===== src/sv/rtce_pkg.sv =====
// Shared types, constants and helpers for the CMOS RTC to epoch seconds block.
// No dependencies; imported by every module of the block.
package rtce_pkg;

    // register indexes on the configuration port
    typedef enum logic [1:0] {
        CFG_BINARY_MODE     = 2'd0,
        CFG_HOUR24_MODE     = 2'd1,
        CFG_CENTURY_PRESENT = 2'd2
    } t_cfg_idx;

    localparam logic [7:0]  PM_BIT_MASK     = 8'h80;
    localparam logic [7:0]  HOUR_12H_MASK   = 8'h7F;
    localparam logic [7:0]  DEFAULT_CENTURY = 8'd20;
    localparam logic [13:0] MIN_YEAR        = 14'd1601;
    localparam logic [13:0] MAX_YEAR        = 14'd9999;
    // leap days 1601..1969 plus L(1600), L(n) = n/4 - n/100 + n/400
    localparam logic [11:0] LEAP_BIAS       = 12'd388 + 12'd89;
    localparam logic [14:0] UNIX_BASE_YEAR  = 15'd1970;

    typedef struct packed {
        logic binary_mode;
        logic hour24_mode;
        logic century_present;
    } t_cfg;

    // after field decode
    typedef struct packed {
        logic        ok;
        logic [5:0]  sec;
        logic [5:0]  min;
        logic [4:0]  hour;
        logic [7:0]  day;
        logic [3:0]  mon;
        logic [6:0]  yy;
        logic [6:0]  cen;
        logic [13:0] year;
    } t_dec;

    // after calendar checks
    typedef struct packed {
        logic               ok;
        logic signed [14:0] ydiff;
        logic signed [12:0] leapd;
        logic        [8:0]  doy;
        logic        [4:0]  hour;
        logic        [5:0]  min;
        logic        [5:0]  sec;
    } t_cal;

    // day count and time of day
    typedef struct packed {
        logic               ok;
        logic signed [23:0] days;
        logic        [16:0] tod;
    } t_days;

    // day count scaled to seconds
    typedef struct packed {
        logic               ok;
        logic signed [39:0] prod;
        logic        [16:0] tod;
    } t_prod;

    function automatic logic [7:0] bcd_dec(input logic [7:0] v, input logic bin);
        logic [7:0] d;
        d = ({4'd0, v[7:4]} * 8'd10) + {4'd0, v[3:0]};
        return bin ? v : d;
    endfunction

    function automatic logic [4:0] month_len(input logic [3:0] mon);
        logic [4:0] n;
        unique case (mon)
            4'd2:                    n = 5'd28;
            4'd4, 4'd6, 4'd9, 4'd11: n = 5'd30;
            default:                 n = 5'd31;
        endcase
        return n;
    endfunction

    function automatic logic [8:0] month_start(input logic [3:0] mon);
        logic [8:0] n;
        unique case (mon)
            4'd2:    n = 9'd31;
            4'd3:    n = 9'd59;
            4'd4:    n = 9'd90;
            4'd5:    n = 9'd120;
            4'd6:    n = 9'd151;
            4'd7:    n = 9'd181;
            4'd8:    n = 9'd212;
            4'd9:    n = 9'd243;
            4'd10:   n = 9'd273;
            4'd11:   n = 9'd304;
            4'd12:   n = 9'd334;
            default: n = 9'd0;
        endcase
        return n;
    endfunction

endpackage


===== src/sv/rtce_decode.sv =====
// Stage 1: BCD decode, 12/24-hour mapping, field range checks, full year.
// Depends on rtce_pkg.
module rtce_decode (
    input  logic          i_clk,
    input  logic          i_rst_n,
    input  logic          i_ce,
    input  rtce_pkg::t_cfg i_cfg,
    input  logic          i_valid,
    input  logic [55:0]   i_data,
    output logic          o_valid,
    output rtce_pkg::t_dec o_dec
);
    import rtce_pkg::*;

    logic       r_valid;
    t_dec       r_dec;
    t_dec       n_dec;
    logic [7:0] sec, min, day, mon, yy, cen, hraw, h8;
    logic       pm, ok_h;

    always_comb begin
        sec  = bcd_dec(i_data[7:0],   i_cfg.binary_mode);
        min  = bcd_dec(i_data[15:8],  i_cfg.binary_mode);
        hraw = i_data[23:16];
        day  = bcd_dec(i_data[31:24], i_cfg.binary_mode);
        mon  = bcd_dec(i_data[39:32], i_cfg.binary_mode);
        yy   = bcd_dec(i_data[47:40], i_cfg.binary_mode);
        cen  = i_cfg.century_present ? bcd_dec(i_data[55:48], i_cfg.binary_mode)
                                     : DEFAULT_CENTURY;
        pm   = (hraw & PM_BIT_MASK) != 8'd0;
        if (i_cfg.hour24_mode) begin
            h8   = bcd_dec(hraw, i_cfg.binary_mode);
            ok_h = h8 <= 8'd23;
        end else begin
            h8   = bcd_dec(hraw & HOUR_12H_MASK, i_cfg.binary_mode);
            ok_h = (h8 >= 8'd1) && (h8 <= 8'd12);
            if (h8 == 8'd12) begin
                h8 = pm ? 8'd12 : 8'd0;
            end else if (pm) begin
                h8 = h8 + 8'd12;
            end
        end

        n_dec.ok   = ok_h && (sec <= 8'd59) && (min <= 8'd59) && (yy <= 8'd99)
                     && (cen <= 8'd99) && (mon >= 8'd1) && (mon <= 8'd12);
        n_dec.sec  = sec[5:0];
        n_dec.min  = min[5:0];
        n_dec.hour = h8[4:0];
        n_dec.day  = day;
        n_dec.mon  = mon[3:0];
        n_dec.yy   = yy[6:0];
        n_dec.cen  = cen[6:0];
        n_dec.year = 14'({7'd0, cen[6:0]} * 14'd100) + {7'd0, yy[6:0]};
    end

    always_ff @(posedge i_clk) begin
        if (!i_rst_n) begin
            r_valid <= 1'b0;
        end else if (i_ce) begin
            r_valid <= i_valid;
        end
    end

    always_ff @(posedge i_clk) begin
        if (i_ce) begin
            r_dec <= n_dec;
        end
    end

    assign o_valid = r_valid;
    assign o_dec   = r_dec;
endmodule


===== src/sv/rtce_calendar.sv =====
// Stages 2 and 3: year and day checks, leap days, day of year, then day count
// and time of day. Depends on rtce_pkg.
module rtce_calendar (
    input  logic            i_clk,
    input  logic            i_rst_n,
    input  logic            i_ce,
    input  logic            i_valid,
    input  rtce_pkg::t_dec  i_dec,
    output logic            o_valid,
    output rtce_pkg::t_days o_days
);
    import rtce_pkg::*;

    logic        r_valid2, r_valid3;
    t_cal        r_cal, n_cal;
    t_days       r_days, n_days;
    logic        leap;
    logic [4:0]  mlen;
    logic [6:0]  cp, yp;
    logic [11:0] lcount;
    logic signed [25:0] prod365;

    // leap-year count uses year-1 = 100*cp + yp
    always_comb begin
        leap   = ((i_dec.yy[1:0] == 2'd0) && (i_dec.yy != 7'd0))
                 || ((i_dec.yy == 7'd0) && (i_dec.cen[1:0] == 2'd0));
        mlen   = month_len(i_dec.mon);
        if ((i_dec.mon == 4'd2) && leap) begin
            mlen = 5'd29;
        end
        cp     = (i_dec.yy == 7'd0) ? i_dec.cen - 7'd1 : i_dec.cen;
        yp     = (i_dec.yy == 7'd0) ? 7'd99 : i_dec.yy - 7'd1;
        lcount = 12'({5'd0, cp} * 12'd24) + {7'd0, yp[6:2]} + {7'd0, cp[6:2]};

        n_cal.ok    = i_dec.ok && (i_dec.year >= MIN_YEAR) && (i_dec.year <= MAX_YEAR)
                      && (i_dec.day >= 8'd1) && (i_dec.day <= {3'd0, mlen});
        n_cal.ydiff = $signed({1'b0, i_dec.year}) - $signed(UNIX_BASE_YEAR);
        n_cal.leapd = $signed({1'b0, lcount}) - $signed({1'b0, LEAP_BIAS});
        n_cal.doy   = month_start(i_dec.mon)
                      + {8'd0, (i_dec.mon > 4'd2) && leap}
                      + {1'b0, i_dec.day} - 9'd1;
        n_cal.hour  = i_dec.hour;
        n_cal.min   = i_dec.min;
        n_cal.sec   = i_dec.sec;
    end

    always_comb begin
        prod365     = 26'(r_cal.ydiff) * 26'sd365;
        n_days.ok   = r_cal.ok;
        n_days.days = 24'(prod365 + 26'(r_cal.leapd) + $signed({17'd0, r_cal.doy}));
        n_days.tod  = 17'({12'd0, r_cal.hour} * 17'd3600)
                      + 17'({11'd0, r_cal.min} * 17'd60) + {11'd0, r_cal.sec};
    end

    always_ff @(posedge i_clk) begin
        if (!i_rst_n) begin
            r_valid2 <= 1'b0;
            r_valid3 <= 1'b0;
        end else if (i_ce) begin
            r_valid2 <= i_valid;
            r_valid3 <= r_valid2;
        end
    end

    always_ff @(posedge i_clk) begin
        if (i_ce) begin
            r_cal  <= n_cal;
            r_days <= n_days;
        end
    end

    assign o_valid = r_valid3;
    assign o_days  = r_days;
endmodule


===== src/sv/rtce_scale.sv =====
// Stages 4 and 5: days times 86400, then add time of day into the output register.
// Depends on rtce_pkg.
module rtce_scale (
    input  logic            i_clk,
    input  logic            i_rst_n,
    input  logic            i_ce,
    input  logic            i_valid,
    input  rtce_pkg::t_days i_days,
    output logic            o_valid,
    output logic [38:0]     o_epoch,
    output logic            o_ok
);
    import rtce_pkg::*;

    logic               r_valid4, r_valid5;
    t_prod              r_prod, n_prod;
    logic signed [41:0] mul;
    logic signed [39:0] sum;
    logic [38:0]        r_epoch, n_epoch;
    logic               r_ok;

    always_comb begin
        mul         = 42'(i_days.days) * 42'sd86400;
        n_prod.ok   = i_days.ok;
        n_prod.prod = mul[39:0];
        n_prod.tod  = i_days.tod;
    end

    always_comb begin
        sum     = r_prod.prod + $signed({23'd0, r_prod.tod});
        n_epoch = r_prod.ok ? sum[38:0] : 39'd0;
    end

    always_ff @(posedge i_clk) begin
        if (!i_rst_n) begin
            r_valid4 <= 1'b0;
            r_valid5 <= 1'b0;
        end else if (i_ce) begin
            r_valid4 <= i_valid;
            r_valid5 <= r_valid4;
        end
    end

    always_ff @(posedge i_clk) begin
        if (i_ce) begin
            r_prod  <= n_prod;
            r_epoch <= n_epoch;
            r_ok    <= r_prod.ok;
        end
    end

    assign o_valid = r_valid5;
    assign o_epoch = r_epoch;
    assign o_ok    = r_ok;
endmodule


===== src/sv/cmos_rtc_to_epoch_seconds.sv =====
// Top level: CMOS RTC snapshot to seconds since 1970-01-01 UTC.
// Depends on rtce_pkg, rtce_decode, rtce_calendar, rtce_scale.
//
// Channel  Dir  Handshake                 Payload
// -------  ---  ------------------------  ---------------------------------
// s        in   i_s_tvalid / o_s_tready   i_s_tdata: seven raw RTC bytes
// m        out  o_m_tvalid / i_m_tready   o_m_tdata: epoch, o_m_tuser: valid
// cfg      in   i_cfg_we                  i_cfg_idx, i_cfg_wdata
//
// Five register stages: decode, calendar check, day count, x86400, final add.
// One item per cycle sustained while the output is not held; o_m_tvalid rises once
// an accepted item has passed through the register stages above, in their order.
// The whole pipeline advances together; it holds only while the output item
// waits (o_m_tvalid high, i_m_tready low), so o_s_tready = !o_m_tvalid | i_m_tready.
// Synchronous active-low reset clears valid bits and config registers (all 0).
module cmos_rtc_to_epoch_seconds (
    input  logic        i_clk,
    input  logic        i_rst_n,
    // configuration write port
    input  logic        i_cfg_we,
    input  logic [1:0]  i_cfg_idx,
    input  logic [0:0]  i_cfg_wdata,
    // input item stream
    input  logic        i_s_tvalid,
    output logic        o_s_tready,
    // [7:0] raw_second, [15:8] raw_minute, [23:16] raw_hour, [31:24] raw_day,
    // [39:32] raw_month, [47:40] raw_year, [55:48] raw_century
    input  logic [55:0] i_s_tdata,
    // result item stream
    output logic        o_m_tvalid,
    input  logic        i_m_tready,
    // [38:0] epoch_seconds (two's complement), [39] zero pad
    output logic [39:0] o_m_tdata,
    // [0] valid_res
    output logic [0:0]  o_m_tuser
);
    import rtce_pkg::*;

    t_cfg        r_cfg;
    logic        ce;
    logic        dec_valid, cal_valid, out_valid;
    t_dec        dec;
    t_days       days;
    logic [38:0] epoch;
    logic        ok;

    // config registers; an unused index is ignored
    always_ff @(posedge i_clk) begin
        if (!i_rst_n) begin
            r_cfg <= '0;
        end else if (i_cfg_we) begin
            unique case (i_cfg_idx)
                CFG_BINARY_MODE:     r_cfg.binary_mode     <= i_cfg_wdata[0];
                CFG_HOUR24_MODE:     r_cfg.hour24_mode     <= i_cfg_wdata[0];
                CFG_CENTURY_PRESENT: r_cfg.century_present <= i_cfg_wdata[0];
                default: ;
            endcase
        end
    end

    // pipeline moves unless the output item is stuck
    assign ce = !out_valid || i_m_tready;

    rtce_decode u_decode (
        .i_clk   (i_clk),
        .i_rst_n (i_rst_n),
        .i_ce    (ce),
        .i_cfg   (r_cfg),
        .i_valid (i_s_tvalid),
        .i_data  (i_s_tdata),
        .o_valid (dec_valid),
        .o_dec   (dec)
    );

    rtce_calendar u_calendar (
        .i_clk   (i_clk),
        .i_rst_n (i_rst_n),
        .i_ce    (ce),
        .i_valid (dec_valid),
        .i_dec   (dec),
        .o_valid (cal_valid),
        .o_days  (days)
    );

    rtce_scale u_scale (
        .i_clk   (i_clk),
        .i_rst_n (i_rst_n),
        .i_ce    (ce),
        .i_valid (cal_valid),
        .i_days  (days),
        .o_valid (out_valid),
        .o_epoch (epoch),
        .o_ok    (ok)
    );

    assign o_s_tready = ce;
    assign o_m_tvalid = out_valid;
    assign o_m_tdata  = {1'b0, epoch};
    assign o_m_tuser  = ok;
endmodule

===== config.mk =====
export PLATFORM = sky130hd
export DESIGN_NAME = cmos_rtc_to_epoch_seconds
export DESIGN_NICKNAME = d
export VERILOG_FILES = /design/src/sv/rtce_pkg.sv /design/src/sv/rtce_decode.sv /design/src/sv/rtce_calendar.sv /design/src/sv/rtce_scale.sv /design/src/sv/cmos_rtc_to_epoch_seconds.sv
export SDC_FILE = /design/constraint.sdc
export NUM_CORES = 1
export LEC_CHECK = 0
export BUFFER_PORTS_ARGS = -buffer_cell sky130_fd_sc_hd__clkbuf_2
export CORE_UTILIZATION = 54
export CTS_CLUSTER_SIZE = 14
export DETAILED_ROUTE_END_ITERATION = 7
export MAX_ROUTING_LAYER = met4
export PLACE_DENSITY = 0.85
export SLEW_MARGIN = 20
export SYNTH_ARGS = -nofsm -noshare
export SYNTH_HDL_FRONTEND = slang
export SYNTH_SLANG_ARGS = --single-unit

===== constraint.sdc =====
create_clock -name i_clk -period 9.3 [get_ports i_clk]
set_clock_uncertainty 0.2 [all_clocks]
set_input_delay 0.465 -clock i_clk [delete_from_list [all_inputs] [get_ports i_clk]]
set_output_delay 0.465 -clock i_clk [all_outputs]
set_load 0.03 [all_outputs]

==> impl_metrics.json <==
{
  "hold_class": "in -> reg",
  "cts_tree": "built",
  "path_delay_family": "adder cells",
  "dp_hpwl_mm": 35.6,
  "synth_cell_types": 83,
  "root_buffer": "clkbuf_16",
  "synth_commonest_cells": "468 x inv_1, 380 x ha_1, 243 x edfxtp_1, 180 x fa_1, 119 x xnor2_1",
  "track_usage_pct": 20.7,
  "async_flop_share_pct": 0,
  "layout_min_cycle_time_ps": 5690,
  "cts_buffers": 30,
  "reg2reg_from": "u_calendar.o_days[24]$_DFFE_PN_",
  "rows": 77,
  "hold_viol_final": 0,
  "tns_ps": 0,
  "ys_warn_count": 0,
  "synth_fp_nets": 2887,
  "first_global_vias": 16600,
  "routedWlPerCell_um": 14.7,
  "vias_per_cell": 5.28,
  "grt-ovfl-total": 0,
  "final_area_um2": 26500,
  "drive_above_1_share_pct": 8.48,
  "utilization_pct": 60.0,
  "cts_buffer_depth": 3,
  "worstSetupPathType": "reg -> reg",
  "synth_area_leader_cell": "edfxtp_1",
  "h-tree-depth": 1,
  "syn_area_per_cell_um2": 10.7,
  "place_ws_ps": 3720,
  "synthFlopType": "edfxtp_1",
  "die_area_um2": 45600,
  "gp_congestion": 0.895,
  "arrival_ps": 5800,
  "netlist_area_um2": 24200,
  "critPathMaxFanout": 5,
  "clk_latency_ps": 570,
  "crit_chain": "ha_1 -> ha_1 -> fa_1 -> inv_1 -> fa_1 -> fa_1 -> inv_1 -> ha_1 -> a21o_1 -> a21oi_1 -> o21ai_0 -> a31oi_1 -> o21ai_1 -> nor4b_1 -> nor2_1 -> a41oi_1 -> xnor2_1",
  "cp_slowest_cell": "fa_1",
  "antenna_found_initial": 0,
  "rsz0062_at_grt": "false",
  "finalCritPeriodShare_pct": 61.1,
  "antenna_cells": 0,
  "ys_seq_elements": 260,
  "report.final.slew_viol_count": 0,
  "synthCells": 2263,
  "syn2layout_area_growth_pct": 9.87,
  "core_um2": 44200,
  "yosysTopAreaCellShare_pct": 30.2,
  "layout_setup_ws_ps": 3610,
  "status": "completed",
  "ys_top_cells_by_area": "edfxtp_1 30%, ha_1 20%, fa_1 15%",
  "cts_sinks": 260,
  "tightest_slew_ps": 952,
  "yosysMostFrequentCell": "inv_1",
  "nets": 3019,
  "crit_path_end_kind": "register",
  "dr.pass1.iters": 5,
  "slew_headroom_pct": 36.4,
  "crit_required_ps": 9410,
  "crit_buf_inv": 2,
  "num_vias": 15900,
  "cpPeakStageDelay_ps": 540,
  "ant_nets": 0,
  "initial_core_util_pct": 54.6,
  "drv_cap": 0,
  "hold_start": "i_s_tdata[1]",
  "die_w_um": 214,
  "crit_start": "u_calendar.o_days[24]$_DFFE_PN_",
  "grt_first_pass_wirelength_mm": 75.7,
  "cp-start-kind": "register",
  "clkSlewWorstSetupHoldPaths_ps": 60,
  "fmax_ghz": 0.176,
  "drt-initial-drc-count": 735,
  "ys_seq_area_share_pct": 31.6,
  "grt_start_max_net_pins": 103,
  "drc": 0,
  "portBuffers": 105,
  "ios": 107,
  "drt-total-wl_mm": 44.3,
  "setup_violations": 0,
  "synth-edff-count": 243,
  "placed_area_um2": 25400,
  "dieHeight_um": 214
}
-- through the flow --
stage	hold slack, ps	std cells
after floorplan	200	2263
after global placement	203	2944
after detailed placement	205	2944
after CTS	3.14	3009
after global routing	11.6	3010
final	21.1	3010
-- placed cells by master, fill, tap and decap left out, types with 8 or more instances in the layout --
cell / instances
nand2b_1: 17
nor3_1: 30
nand2_1: 98
nor2_1: 68
clkbuf_16: 30
xnor2_1: 119
mux2_2: 12
mux2i_1: 11
o211ai_1: 8
o21ai_1: 10
xor2_1: 66
ha_1: 380
clkbuf_2: 105
nor3b_1: 9
nand3_1: 24
o21bai_1: 21
edfxtp_1: 243
nor2b_1: 25
o31ai_1: 10
dlygate4sd3_1: 10
or3_1: 11
o21a_1: 13
inv_1: 468
o21ai_0: 69
a211o_1: 8
fa_1: 180
nand4_1: 13
a31oi_1: 11
and2_1: 37
a21o_1: 60
and3_1: 14
a21oi_1: 93
dfxtp_1: 16
-- flip-flops by register name, summed over array words and instances, names as in the netlist, 3 cells and up, named ones only --
signal / flops
u_decode.o_dec: 56
u_calendar.r_cal: 54
u_scale.r_prod: 50
u_calendar.o_days: 42
u_scale.o_epoch: 39
r_cfg: 3
-- worst paths after layout --
check	end	slack, ps	depth (start not counted)
worst max-delay path	u_scale.r_prod[52]$_DFFE_PN_	3610	17
worst min-delay path	u_decode.o_dec[52]$_DFFE_PN_	20	2
worst max register to register	u_scale.r_prod[52]$_DFFE_PN_	3610	17
worst min register to register	u_scale.r_prod[9]$_DFFE_PN_	220	0
-- logic make-up (layout without fill, tap and decap cells) --
| logic type | Yosys count | in the layout | share of synthesized area, % |
|---|---|---|---|
| AOI/OAI and AO/OA | 360 | 360 | 9.83 |
| xor gates and xnor gates | 187 | 187 | 6.84 |
| adders and majority gates | 560 | 560 | 34.6 |
| buffers and inverters | 488 | 643 | 7.61 |
| DFF | 260 | 260 | 31.6 |
| muxes | 24 | 24 | 1.06 |
| other | 1 | 1 | 0.0155 |
| and+or+nand+nor | 383 | 383 | 8.45 |
-- routing by layer --
metal | wire length (um) | global-route usage [%] | part of all wire [%]
met1 | 19000 | 23.7 | 43
met4 | 1030 | 5.22 | 2.3
met3 | 1230 | 2.15 | 2.8
met2 | 23000 | 38.5 | 52
met5 | 0 | - | 0
-- cell type report --
class / count / area [um2]
tap: 592 / 741
clock buffer: 40 / 818
sequential: 260 / 7640
timing repair buffer: 119 / 663
multi-input combinational: 1515 / 14700
clock inverter: 15 / 229
inverter: 469 / 1770
fill: 3371 / 17700
-- worst reg2reg max path: cells and delay by family (launching register included) --
kind	cells	cell delay (ps)
AND/OR/NAND/NOR	2	660
XOR/XNOR	1	90
buffers and inverters	2	100
flip-flops	1	470
AO/OA/AOI/OAI	6	1340
adder cells (fa/ha/maj)	6	2580
-- repair_timing --
item,4_1_cts,5_1_grt
hold endpoints to repair,14,0
buffers inserted,0,0
hold buffers,10,0
gates resized for setup,0,0
Power is not shown: default switching activity piles up to over one toggle a cycle in this logic, so the estimate is an artifact.
